[config.mk]
export PLATFORM = sky130hd
export DESIGN_NAME = phased_fir_convolve_renorm_top
export DESIGN_NICKNAME = d
export VERILOG_FILES = /design/src/rtl/core/pfcr_pkg.sv /design/src/rtl/core/phased_fir_convolve_renorm_top.sv /design/src/rtl/core/pfcr_ram.sv /design/src/rtl/core/pfcr_front.sv /design/src/rtl/core/pfcr_back.sv
export SDC_FILE = /design/constraint.sdc
export NUM_CORES = 2
export LEC_CHECK = 0
export BUFFER_PORTS_ARGS = -buffer_cell sky130_fd_sc_hd__buf_2
export CORE_MARGIN = 1.5
export CORE_UTILIZATION = 60
export CTS_CLUSTER_DIAMETER = 100
export DETAILED_ROUTE_END_ITERATION = 8
export HOLD_SLACK_MARGIN = 0.05
export PLACE_DENSITY = 0.76
export SLEW_MARGIN = 5
export SYNTH_ARGS = -nofsm -noshare
export SYNTH_HDL_FRONTEND = slang
export SYNTH_SLANG_ARGS = --single-unit
[constraint.sdc]
create_clock -name i_clk -period 8.5 [get_ports i_clk]
set_clock_uncertainty 0.05 [all_clocks]
set_input_delay 0.85 -clock i_clk [delete_from_list [all_inputs] [get_ports i_clk]]
set_output_delay 0.85 -clock i_clk [all_outputs]
set_load 0.05 [all_outputs]
[src/rtl/core/pfcr_pkg.sv]
`timescale 1ns / 1ps
// ----------------------------------------------------------------------------
// pfcr_pkg
// Shared types and constants of the renormalizing FIR convolver.
// ----------------------------------------------------------------------------
package pfcr_pkg;

    localparam int MAX_TAPS    = 64;
    localparam int SAMPLE_BITS = 16;
    localparam int COEF_BITS   = 16;
    localparam int TAP_AW      = $clog2(MAX_TAPS);
    localparam int CNT_W       = $clog2(2 * MAX_TAPS);
    localparam int RES_W       = 24;
    localparam int PROD_W      = SAMPLE_BITS + COEF_BITS;
    localparam int ACC_W       = PROD_W + TAP_AW + 1;
    localparam int NORM_W      = COEF_BITS + TAP_AW + 1;
    localparam int MAG_W       = ACC_W + 1;
    localparam int QDEPTH      = 4;
    localparam int QAW         = $clog2(QDEPTH);

    localparam logic [CNT_W-1:0] COUNT_CAP = CNT_W'(2 * MAX_TAPS - 1);

    localparam logic OP_TAP    = 1'b0;
    localparam logic OP_SAMPLE = 1'b1;

    localparam logic [1:0] REG_PHASE = 2'd0;
    localparam logic [1:0] REG_RENRM = 2'd1;
    localparam logic [1:0] REG_TAPS  = 2'd2;

    // One result job handed from the front to the back.
    typedef struct packed {
        logic [TAP_AW-1:0] n;     // lag of the oldest sample within history (clamped)
        logic [TAP_AW-1:0] e;     // extension past newest sample
        logic              last;
    } t_job;

    typedef enum logic [2:0] {
        ST_IDLE,
        ST_MAC,
        ST_DIV,
        ST_ROUND,
        ST_OUT
    } t_back_state;

endpackage

[src/rtl/core/phased_fir_convolve_renorm_top.sv]
`timescale 1ns / 1ps
`default_nettype none
// ----------------------------------------------------------------------------
// phased_fir_convolve_renorm_top
// FIR convolver with edge renormalization and phase lookahead.
// ----------------------------------------------------------------------------
// Each result is computed by serial multiply-accumulate (one tap per cycle
// through the tap and sample RAM read ports), then by bit-serial division,
// rounding and saturation. A sample is accepted once every result of the
// previous item has left the output register; the last sample releases up to
// phase_offset+1 results queued back to back. No clearing pass after reset.
module phased_fir_convolve_renorm_top (
    input  wire         i_clk,
    input  wire         i_rst_n,
    input  wire         s_axis_tvalid,
    output logic        s_axis_tready,
    // tdata: [5:0] tap_index, [21:6] tap_value, [37:22] sample
    input  wire [39:0]  s_axis_tdata,
    // tuser: [0] operation
    input  wire         s_axis_tuser,
    input  wire         s_axis_tlast,
    output logic        m_axis_tvalid,
    input  wire         m_axis_tready,
    // tdata: [23:0] result
    output logic [23:0] m_axis_tdata,
    output logic        m_axis_tlast,
    // tuser: [0] norm_zero, [1] saturated
    output logic [1:0]  m_axis_tuser,
    input  wire         psel,
    input  wire         penable,
    input  wire         pwrite,
    input  wire [3:0]   paddr,
    input  wire [31:0]  pwdata,
    output logic [31:0] prdata,
    output logic        pready
);
    import pfcr_pkg::*;

    logic [5:0] r_phase;
    logic       r_renorm;
    logic [6:0] r_taps;

    logic tap_we, smp_we, job_valid, job_take, back_idle;
    logic [TAP_AW-1:0] tap_waddr, smp_waddr, tap_raddr, smp_raddr, head;
    logic [COEF_BITS-1:0]   tap_wdata, tap_rdata;
    logic [SAMPLE_BITS-1:0] smp_wdata, smp_rdata;
    t_job job;

    assign pready = 1'b1;

    always_ff @(posedge i_clk) begin
        if (!i_rst_n) begin
            r_phase  <= '0;
            r_renorm <= 1'b1;
            r_taps   <= 7'd64;
        end else if (psel && penable && pwrite) begin
            unique case (paddr[3:2])
                REG_PHASE: r_phase  <= pwdata[5:0];
                REG_RENRM: r_renorm <= pwdata[0];
                REG_TAPS:  r_taps   <= pwdata[6:0];
                default: begin
                end
            endcase
        end
    end

    always_comb begin
        unique case (paddr[3:2])
            REG_PHASE: prdata = {26'd0, r_phase};
            REG_RENRM: prdata = {31'd0, r_renorm};
            REG_TAPS:  prdata = {25'd0, r_taps};
            default:   prdata = '0;
        endcase
    end

    pfcr_front u_front (
        .i_clk        (i_clk),
        .i_rst_n      (i_rst_n),
        .i_valid      (s_axis_tvalid),
        .o_ready      (s_axis_tready),
        .i_operation  (s_axis_tuser),
        .i_tap_index  (s_axis_tdata[5:0]),
        .i_tap_value  (s_axis_tdata[21:6]),
        .i_sample     (s_axis_tdata[37:22]),
        .i_last_sample(s_axis_tlast),
        .i_phase      (r_phase),
        .o_tap_we     (tap_we),
        .o_tap_addr   (tap_waddr),
        .o_tap_data   (tap_wdata),
        .o_smp_we     (smp_we),
        .o_smp_addr   (smp_waddr),
        .o_smp_data   (smp_wdata),
        .o_head       (head),
        .o_job_valid  (job_valid),
        .o_job        (job),
        .i_job_take   (job_take),
        .i_back_idle  (back_idle)
    );

    pfcr_ram #(.WIDTH(COEF_BITS), .DEPTH(MAX_TAPS)) u_tap_ram (
        .i_clk  (i_clk),
        .i_we   (tap_we),
        .i_waddr(tap_waddr),
        .i_wdata(tap_wdata),
        .i_raddr(tap_raddr),
        .o_rdata(tap_rdata)
    );

    pfcr_ram #(.WIDTH(SAMPLE_BITS), .DEPTH(MAX_TAPS)) u_smp_ram (
        .i_clk  (i_clk),
        .i_we   (smp_we),
        .i_waddr(smp_waddr),
        .i_wdata(smp_wdata),
        .i_raddr(smp_raddr),
        .o_rdata(smp_rdata)
    );

    pfcr_back u_back (
        .i_clk       (i_clk),
        .i_rst_n     (i_rst_n),
        .i_job_valid (job_valid),
        .i_job       (job),
        .o_job_take  (job_take),
        .o_idle      (back_idle),
        .i_renorm    (r_renorm),
        .i_taps_used (r_taps),
        .i_head      (head),
        .o_tap_raddr (tap_raddr),
        .i_tap_rdata (tap_rdata),
        .o_smp_raddr (smp_raddr),
        .i_smp_rdata (smp_rdata),
        .o_valid     (m_axis_tvalid),
        .i_ready     (m_axis_tready),
        .o_result    (m_axis_tdata),
        .o_last      (m_axis_tlast),
        .o_norm_zero (m_axis_tuser[0]),
        .o_saturated (m_axis_tuser[1])
    );

endmodule
`default_nettype wire

[src/rtl/core/pfcr_ram.sv]
`timescale 1ns / 1ps
`default_nettype none
// ----------------------------------------------------------------------------
// pfcr_ram
// Generic single-write, single-read RAM with registered read data.
// ----------------------------------------------------------------------------
module pfcr_ram #(
    parameter int WIDTH = 16,
    parameter int DEPTH = 64
) (
    input  wire                     i_clk,
    input  wire                     i_we,
    input  wire [$clog2(DEPTH)-1:0] i_waddr,
    input  wire [WIDTH-1:0]         i_wdata,
    input  wire [$clog2(DEPTH)-1:0] i_raddr,
    output logic [WIDTH-1:0]        o_rdata
);

    logic [WIDTH-1:0] r_mem [DEPTH];

    always_ff @(posedge i_clk) begin
        if (i_we) begin
            r_mem[i_waddr] <= i_wdata;
        end
        o_rdata <= r_mem[i_raddr];
    end

endmodule
`default_nettype wire

[src/rtl/core/pfcr_front.sv]
`timescale 1ns / 1ps
`default_nettype none
// ----------------------------------------------------------------------------
// pfcr_front
// Accepts items, writes taps and samples, and queues one job per result.
// ----------------------------------------------------------------------------
module pfcr_front (
    input  wire                          i_clk,
    input  wire                          i_rst_n,
    input  wire                          i_valid,
    output logic                         o_ready,
    input  wire                          i_operation,
    input  wire [pfcr_pkg::TAP_AW-1:0]   i_tap_index,
    input  wire [pfcr_pkg::COEF_BITS-1:0]   i_tap_value,
    input  wire [pfcr_pkg::SAMPLE_BITS-1:0] i_sample,
    input  wire                          i_last_sample,
    input  wire [5:0]                    i_phase,
    output logic                         o_tap_we,
    output logic [pfcr_pkg::TAP_AW-1:0]  o_tap_addr,
    output logic [pfcr_pkg::COEF_BITS-1:0] o_tap_data,
    output logic                         o_smp_we,
    output logic [pfcr_pkg::TAP_AW-1:0]  o_smp_addr,
    output logic [pfcr_pkg::SAMPLE_BITS-1:0] o_smp_data,
    output logic [pfcr_pkg::TAP_AW-1:0]  o_head,
    output logic                         o_job_valid,
    output pfcr_pkg::t_job               o_job,
    input  wire                          i_job_take,
    input  wire                          i_back_idle
);
    import pfcr_pkg::*;

    // Samples live in a circular buffer; r_head points at the newest one.
    logic [TAP_AW-1:0] r_head, n_head;
    logic [CNT_W-1:0]  r_count;
    // Pending end-of-series emission: a counter over extensions.
    logic              r_emit;
    logic [TAP_AW-1:0] r_e, r_ph, r_n;
    logic              r_hold;   // history write in flight; keep back from reading old head

    t_job             r_q [QDEPTH];
    logic [QAW-1:0]   r_wp, r_rp;
    logic [QAW:0]     r_fill;

    logic             acc, push, qfull;
    t_job             push_job;
    logic [TAP_AW-1:0] ph_c;
    logic [CNT_W-1:0]  cnt_nx;
    logic [CNT_W-1:0]  n_full;

    assign ph_c   = i_phase[TAP_AW-1:0];
    assign qfull  = (r_fill == (QAW+1)'(QDEPTH));
    // One item at a time: the next sample waits until all jobs of this one are done.
    assign o_ready = !r_emit && (r_fill == '0) && i_back_idle && !r_hold;
    assign acc    = i_valid && o_ready;
    assign n_head = r_head + TAP_AW'(1);

    assign o_tap_we   = acc && (i_operation == OP_TAP);
    assign o_tap_addr = i_tap_index;
    assign o_tap_data = i_tap_value;
    assign o_smp_we   = acc && (i_operation == OP_SAMPLE);
    assign o_smp_addr = n_head;
    assign o_smp_data = i_sample;
    assign o_head     = r_head;

    assign cnt_nx = (r_count < COUNT_CAP) ? r_count + CNT_W'(1) : r_count;
    assign n_full = cnt_nx - CNT_W'(1);

    always_comb begin
        push     = 1'b0;
        push_job = '0;
        if (r_emit && !qfull) begin
            push       = 1'b1;
            push_job.n = r_n;
            push_job.e = r_e;
            push_job.last = (r_e == r_ph);
        end else if (o_smp_we && !i_last_sample && (n_full >= CNT_W'(ph_c))) begin
            push       = 1'b1;
            push_job.n = (n_full >= CNT_W'(MAX_TAPS)) ? TAP_AW'(MAX_TAPS-1)
                                                       : n_full[TAP_AW-1:0];
            push_job.e = '0;
        end
    end

    always_ff @(posedge i_clk) begin
        if (!i_rst_n) begin
            r_head  <= '0;
            r_count <= '0;
            r_emit  <= 1'b0;
            r_hold  <= 1'b0;
            r_wp    <= '0;
            r_rp    <= '0;
            r_fill  <= '0;
        end else begin
            r_hold <= o_smp_we;
            if (o_smp_we) begin
                r_head <= n_head;
                if (i_last_sample) begin
                    r_count <= '0;
                    r_emit  <= 1'b1;
                    r_ph    <= ph_c;
                    r_n     <= (n_full >= CNT_W'(MAX_TAPS)) ? TAP_AW'(MAX_TAPS-1)
                                                            : n_full[TAP_AW-1:0];
                    // skip extensions with n + e < ph
                    r_e     <= (n_full >= CNT_W'(ph_c)) ? '0
                                                        : TAP_AW'(CNT_W'(ph_c) - n_full);
                end else begin
                    r_count <= cnt_nx;
                end
            end else if (r_emit && !qfull) begin
                if (r_e == r_ph) begin
                    r_emit <= 1'b0;
                end else begin
                    r_e <= r_e + TAP_AW'(1);
                end
            end
            if (push) begin
                r_q[r_wp] <= push_job;
                r_wp      <= r_wp + QAW'(1);
            end
            if (i_job_take) begin
                r_rp <= r_rp + QAW'(1);
            end
            r_fill <= r_fill + (QAW+1)'(push) - (QAW+1)'(i_job_take);
        end
    end

    assign o_job_valid = (r_fill != '0) && !r_hold;
    assign o_job       = r_q[r_rp];

endmodule
`default_nettype wire

[src/rtl/core/pfcr_back.sv]
`timescale 1ns / 1ps
`default_nettype none
// ----------------------------------------------------------------------------
// pfcr_back
// Runs one job: tap-serial multiply-accumulate, serial division, round and
// saturate, then holds the result in an output register.
// ----------------------------------------------------------------------------
module pfcr_back (
    input  wire                          i_clk,
    input  wire                          i_rst_n,
    input  wire                          i_job_valid,
    input  pfcr_pkg::t_job               i_job,
    output logic                         o_job_take,
    output logic                         o_idle,
    input  wire                          i_renorm,
    input  wire [6:0]                    i_taps_used,
    input  wire [pfcr_pkg::TAP_AW-1:0]   i_head,
    output logic [pfcr_pkg::TAP_AW-1:0]  o_tap_raddr,
    input  wire [pfcr_pkg::COEF_BITS-1:0] i_tap_rdata,
    output logic [pfcr_pkg::TAP_AW-1:0]  o_smp_raddr,
    input  wire [pfcr_pkg::SAMPLE_BITS-1:0] i_smp_rdata,
    output logic                         o_valid,
    input  wire                          i_ready,
    output logic [pfcr_pkg::RES_W-1:0]   o_result,
    output logic                         o_last,
    output logic                         o_norm_zero,
    output logic                         o_saturated
);
    import pfcr_pkg::*;

    localparam int DCW = $clog2(MAG_W + 1);

    t_back_state r_state, n_state;
    t_job        r_job;
    logic [TAP_AW:0]   r_i;        // tap index issued
    logic              r_rv;       // RAM read data valid
    logic              r_rok;      // the issued read counts
    logic              r_pv;
    logic signed [PROD_W-1:0] r_prod;
    logic signed [COEF_BITS-1:0] r_ptap;
    logic signed [ACC_W-1:0]  r_acc;
    logic signed [NORM_W-1:0] r_norm;
    logic [MAG_W-1:0]  r_rem, r_quo, r_den;
    logic              r_neg;
    logic [DCW-1:0]    r_dc;
    logic [MAG_W-1:0]  r_mag;
    logic [TAP_AW:0]   k;
    logic [TAP_AW:0]   d;
    logic              issue_ok;
    logic [MAG_W:0]    trial;
    logic [MAG_W-1:0]  rem_sh;
    logic [MAG_W-1:0]  qr;
    logic [MAG_W-1:0]  lim;
    logic              mac_done;

    assign k = (i_taps_used > 7'(MAX_TAPS)) ? (TAP_AW+1)'(MAX_TAPS)
                                            : (TAP_AW+1)'(i_taps_used);
    assign d = r_i - (TAP_AW+1)'(r_job.e);
    assign issue_ok = (r_i < k) && (d <= (TAP_AW+1)'(r_job.n));
    assign o_tap_raddr = r_i[TAP_AW-1:0];
    assign o_smp_raddr = i_head - d[TAP_AW-1:0];
    assign mac_done = (r_i >= k) && !r_rv && !r_pv;

    assign o_idle     = (r_state == ST_IDLE) && !o_valid;
    assign o_job_take = (r_state == ST_IDLE) && !o_valid && i_job_valid;

    assign rem_sh = {r_rem[MAG_W-2:0], r_mag[MAG_W-1]};
    assign trial  = {1'b0, rem_sh} - {1'b0, r_den};
    assign lim    = r_neg ? MAG_W'(24'd8388608) : MAG_W'(24'd8388607);
    // round half away: remainder*2 >= divisor
    assign qr     = ({r_rem, 1'b0} >= {1'b0, r_den}) ? r_quo + MAG_W'(1) : r_quo;

    always_comb begin
        n_state = r_state;
        unique case (r_state)
            ST_IDLE:  if (o_job_take) n_state = ST_MAC;
            ST_MAC:   if (mac_done) n_state = ST_DIV;
            ST_DIV:   if (r_dc == '0) n_state = ST_ROUND;
            ST_ROUND: n_state = ST_OUT;
            ST_OUT:   n_state = ST_IDLE;
            default:  n_state = ST_IDLE;
        endcase
    end

    always_ff @(posedge i_clk) begin
        if (!i_rst_n) begin
            r_state <= ST_IDLE;
            o_valid <= 1'b0;
            r_rv    <= 1'b0;
            r_pv    <= 1'b0;
        end else begin
            r_state <= n_state;
            if (o_valid && i_ready) begin
                o_valid <= 1'b0;
            end
            unique case (r_state)
                ST_IDLE: begin
                    r_rv <= 1'b0;
                    r_pv <= 1'b0;
                    if (o_job_take) begin
                        r_job  <= i_job;
                        r_i    <= (TAP_AW+1)'(i_job.e);
                        r_acc  <= '0;
                        r_norm <= '0;
                    end
                end
                ST_MAC: begin
                    // issue read, then multiply, then accumulate
                    r_rv  <= r_i < k;
                    r_rok <= issue_ok;
                    if (r_i < k) begin
                        r_i <= r_i + (TAP_AW+1)'(1);
                    end
                    r_pv <= r_rv && r_rok;
                    if (r_rv && r_rok) begin
                        r_prod <= $signed(i_smp_rdata) * $signed(i_tap_rdata);
                        r_ptap <= $signed(i_tap_rdata);
                    end
                    if (r_pv) begin
                        r_acc  <= r_acc + ACC_W'(r_prod);
                        r_norm <= r_norm + NORM_W'(r_ptap);
                    end
                    if (mac_done) begin
                        r_mag <= r_acc[ACC_W-1] ? MAG_W'(-r_acc) : MAG_W'(r_acc);
                        r_rem <= '0;
                        r_quo <= '0;
                        r_dc  <= DCW'(MAG_W);
                        if (i_renorm) begin
                            r_den <= r_norm[NORM_W-1] ? MAG_W'(-r_norm) : MAG_W'(r_norm);
                            r_neg <= r_acc[ACC_W-1] ^ r_norm[NORM_W-1];
                        end else begin
                            r_den <= MAG_W'(1) << (COEF_BITS - 1);
                            r_neg <= r_acc[ACC_W-1];
                        end
                    end
                end
                ST_DIV: begin
                    if (r_dc != '0) begin
                        r_mag <= {r_mag[MAG_W-2:0], 1'b0};
                        if (!trial[MAG_W]) begin
                            r_rem <= trial[MAG_W-1:0];
                            r_quo <= {r_quo[MAG_W-2:0], 1'b1};
                        end else begin
                            r_rem <= rem_sh;
                            r_quo <= {r_quo[MAG_W-2:0], 1'b0};
                        end
                        r_dc <= r_dc - DCW'(1);
                    end
                end
                ST_ROUND: begin
                    r_quo <= qr;
                end
                ST_OUT: begin
                    o_valid <= 1'b1;
                    o_last  <= r_job.last;
                    if (r_den == '0) begin
                        o_result    <= '0;
                        o_norm_zero <= 1'b1;
                        o_saturated <= 1'b0;
                    end else begin
                        o_norm_zero <= 1'b0;
                        if (r_quo > lim) begin
                            o_saturated <= 1'b1;
                            o_result    <= r_neg ? RES_W'(24'h800000) : RES_W'(24'h7FFFFF);
                        end else begin
                            o_saturated <= 1'b0;
                            o_result    <= r_neg ? RES_W'(-r_quo) : r_quo[RES_W-1:0];
                        end
                    end
                end
                default: begin
                end
            endcase
        end
    end

endmodule
`default_nettype wire
==> results list <==
- Core footprint: 0.191 mm^2
- Yosys reg bits: 2519
- Placement Setup Slack: ~1200 ps
* Cells taking the most area after synthesis: sky130_fd_sc_hd__edfxtp_1 63%, sky130_fd_sc_hd__mux4_2 13%, sky130_fd_sc_hd__fa_1 4.7%, sky130_fd_sc_hd__ha_1 2.8%, sky130_fd_sc_hd__inv_1 1.4%
- Core Rows: 160
- Final cell count without fillers: 9793
- The final count of pins violating max slew is 0.
* Global-route wire length before repair: 406000 um
* End point of the critical path: u_back.r_prod[30]$_DFFE_PP_
- Of the post-synthesis cell area, the dominant cell type holds approximately 63%.
* Hold Violations, Final: 0
- For this design, the sink count on the clock tree is 2519.
- Average routed wire per standard cell: between 20 and 30 um
- Overflow after GRT: 0
- The routed layout has 63650 vias.
- The worst path meets setup with between 1000 and 1500 ps of slack.
- Synthesis-to-layout area growth: 10.5%
- The synthesized netlist contains 85 unique library cells.
- R2r worst-path depth: 21
- CTS max path bufs: 4
- The most used flip-flop cell after synthesis is sky130_fd_sc_hd__edfxtp_1.
- The run finished with clean final reports.
* Sequential fraction of the synthesis area: 64.8%
- For this block, the initial DRC count from the detailed router was 7233.
* Worst R2R End: u_back.r_prod[30]$_DFFE_PP_
- Number of instances resized during post-cts repair: 0
* Detailed Route WL: 274000 um
* Final Cycle Share: approximately 86%
* Number of filler instances in the final layout: 12096
- The most critical setup path has its startpoint at u_tap_ram.o_rdata[1]$_DFF_P_.
* Number of nets in the final layout: 7685
- After detailed routing, the number of remaining DRC violations is 0.
* Syn avg cell area: 16.9 um^2
- For the worst-skew pair, the clock arrives at the later sink with an insertion delay of slightly above 900 ps.
* Number of placed I/O pins: around 150
* Final period demand of the worst path: 7310 ps
* Post-CTS setup buffers: 0
- Largest fanout of any net on the critical path: 17
* Total clock buffers created by CTS: 275
* Cell taking the most area after synthesis: sky130_fd_sc_hd__edfxtp_1
- Setup repair after global routing left no endpoint under its margin.
* Chip Width: around 440 um
* Worst hold-check path type: in2reg
- For this run, asynchronously set or reset flops after synthesis account for 0%.
* Critical path arrival: 7920 ps
- Of the cells placed in the final design, the portion with a size suffix greater than 1 is 18.5%.
- CTS built an H-tree with a depth of 5.
* Top post-synthesis cells by count: 2443 x sky130_fd_sc_hd__edfxtp_1, 669 x sky130_fd_sc_hd__mux4_2, 422 x sky130_fd_sc_hd__inv_1, 379 x sky130_fd_sc_hd__nand2_1, 336 x sky130_fd_sc_hd__nor2_1
- Clock-pin slew was measured on the worst setup and hold paths at 60 ps.
- The synthesized design contains around 2400 enable-type register cells.
- Start of the worst register-to-register path: u_tap_ram.o_rdata[1]$_DFF_P_
* Total of buffers placed on input and output ports: 91
- Total half-perimeter wirelength after legalization and detailed placement: 152000 um
- Routability-driven placement finished with a final weighted congestion of a little under 0.9.
- For the pin with the worst max-slew slack, the measured transition is roughly 1300 ps.
- Die outline height: 442 um
- The die covers 0.195 mm^2.
- Hold buffer count at CTS: 0
- Vias in the first global route: 64154
- The worst pin sits at a relative slew slack of 10.9%.
- The critical path is of the reg2reg type.
- The number of antenna violations at the first check in global routing came to 23.
- Setup TNS: 0 ps
* 1st-pass router iterations: 6
- Startpoint class of the critical path: register
* Detail-routed via count per cell: 6.50
* Kind of end point of the critical path: register
* Core occupancy in the finished layout: between 60 and 70%
- Entering global routing, the biggest net connects 116 pins.
- Setup slack on the worst reg-to-reg path comes out at 1190 ps.
* Clock tree from TritonCTS: done
- Setup-violating endpoint count in the final report: 0
- Max Fclk: 137 MHz
- Master cell of the clock root buffer: sky130_fd_sc_hd__clkbuf_16
* Number of instances in the placed design: 9307
- Post-synthesis cell area: 0.116 mm^2
* Cell count after synthesis: 6848
- The initial utilization of the core area, before any placement, comes to 60.6%.
* Count of synthesis-stage warnings from yosys: 0
* Global-route total usage across every layer: 28.0%
* Required time of the critical path: 9110 ps
* Max Cap Viol: 0
- Among all cell types in the netlist, the one instantiated most often is sky130_fd_sc_hd__edfxtp_1.
* Routed Antenna Nets: 0
[cell usage in the layout (no fill, tap or decap), types with 29 or more instances in the layout]
master,instances
sky130_fd_sc_hd__o31ai_1,35
sky130_fd_sc_hd__and3_1,37
sky130_fd_sc_hd__buf_2,91
sky130_fd_sc_hd__and2_1,169
sky130_fd_sc_hd__clkinv_2,30
sky130_fd_sc_hd__mux2i_1,76
sky130_fd_sc_hd__dfxtp_1,76
sky130_fd_sc_hd__xnor2_1,126
sky130_fd_sc_hd__nor2_1,308
sky130_fd_sc_hd__nand3_1,80
sky130_fd_sc_hd__clkbuf_16,279
sky130_fd_sc_hd__nand2b_1,29
sky130_fd_sc_hd__o21ai_0,175
sky130_fd_sc_hd__ha_1,257
sky130_fd_sc_hd__buf_4,153
sky130_fd_sc_hd__nor4_1,32
sky130_fd_sc_hd__nand4_1,36
sky130_fd_sc_hd__edfxtp_1,2443
sky130_fd_sc_hd__fa_1,268
sky130_fd_sc_hd__conb_1,43
sky130_fd_sc_hd__nor3_1,54
sky130_fd_sc_hd__mux4_2,669
sky130_fd_sc_hd__a21oi_1,173
sky130_fd_sc_hd__xor2_1,102
sky130_fd_sc_hd__nor2b_1,63
sky130_fd_sc_hd__a211oi_1,32
sky130_fd_sc_hd__clkbuf_1,58
sky130_fd_sc_hd__inv_1,422
sky130_fd_sc_hd__a21o_1,84
sky130_fd_sc_hd__clkinv_1,56
sky130_fd_sc_hd__nand2_1,378
[state kept, by name (all words and copies together) (netlist names), 23 cells and up, named ones only]
signal and flops:
u_tap_ram.r_mem 1024, u_back.o_result 24, u_back.r_mag 40, u_back.r_prod 32
u_back.r_acc 39, u_back.r_den 40, u_back.r_norm 23, u_smp_ram.r_mem 1024
u_back.r_rem 40, u_back.r_quo 40, u_front.r_q 52
[worst min path at each step]
stage	startpoint	to	slack (ps)	cells past startpoint
after floorplan	u_back.r_job[0]$_DFFE_PP_	u_back.o_last$_DFFE_PP_	350	0
after global placement	u_back.r_pv$_SDFFE_PN0N_	u_back.r_pv$_SDFFE_PN0N_	410	2
after detailed placement	u_back.r_pv$_SDFFE_PN0N_	u_back.r_pv$_SDFFE_PN0N_	420	2
after CTS	m_axis_tready	u_back.o_valid$_SDFFE_PN0P_	60	2
after global routing	m_axis_tready	u_back.o_valid$_SDFFE_PN0P_	90	2
final	m_axis_tready	u_back.o_valid$_SDFFE_PN0P_	110	2
[area by class of cell]
type                            count  area [um^2]  share of cell area, %
Timing Repair Buffer              253         1780                   1.40
Multi-Input combinational cell   3601        38000                   29.7
Antenna cell                       28         70.1                 0.0549
Clock buffer                      342         7270                   5.69
Tap cell                         2511         3140                   2.46
Sequential cell                  2519        74900                   58.6
Inverter                          423         1590                   1.24
Clock inverter                    116          993                  0.778
[critical path, stage by stage, from the launching register on]
cell and delay, ps:
sky130_fd_sc_hd__dfxtp_1 970, sky130_fd_sc_hd__nand2_1 230, sky130_fd_sc_hd__inv_1 170, sky130_fd_sc_hd__fa_1 560
sky130_fd_sc_hd__fa_1 570, sky130_fd_sc_hd__fa_1 460, sky130_fd_sc_hd__fa_1 510, sky130_fd_sc_hd__fa_1 490
sky130_fd_sc_hd__inv_1 50, sky130_fd_sc_hd__fa_1 530, sky130_fd_sc_hd__inv_1 40, sky130_fd_sc_hd__ha_1 360
sky130_fd_sc_hd__a21o_1 220, sky130_fd_sc_hd__a21o_1 180, sky130_fd_sc_hd__a21oi_1 130, sky130_fd_sc_hd__o21ai_0 90
sky130_fd_sc_hd__a21o_1 190, sky130_fd_sc_hd__a221o_1 330, sky130_fd_sc_hd__or4_1 430, sky130_fd_sc_hd__a31o_2 250
sky130_fd_sc_hd__a21oi_1 160, sky130_fd_sc_hd__xnor2_1 90
[cells by family (layout without fill, tap and decap cells)]
| group | after synthesis | in the layout | share of synthesized area [%] |
|---|---|---|---|
| buffers and inverters | 769 | 1134 | 2.60 |
| AND/OR/NAND/NOR | 1337 | 1337 | 5.68 |
| adder cells (fa/ha/maj) | 527 | 527 | 7.46 |
| AO/OA/AOI/OAI | 717 | 717 | 3.98 |
| other | 2 | 71 | 0.00650 |
| multiplexers | 745 | 745 | 13.7 |
| flip-flops | 2519 | 2519 | 64.8 |
| XOR/XNOR | 232 | 232 | 1.76 |
[stage by stage]
| stage | area [um^2] | hold slack, ps |
|---|---|---|
| global route | 128000 | 90.7 |
| CTS | 128000 | 60.1 |
| floorplan | 116000 | 350 |
| finish | 128000 | 107 |
| global placement | 119000 | 413 |
| detailed placement | 119000 | 420 |
[metal layers]
metal	GRT usage (%)	share of wire, %	vias up
li1	-	-	26828
met1	38.1	38	32546
met5	0	0.029	-
met4	11.2	4.1	12
met2	45.1	49	3629
met3	5.39	9.4	635
Power is left out: the tool's default activity adds up to more than one toggle a clock period on the data nets, which glitch-free logic cannot reach.
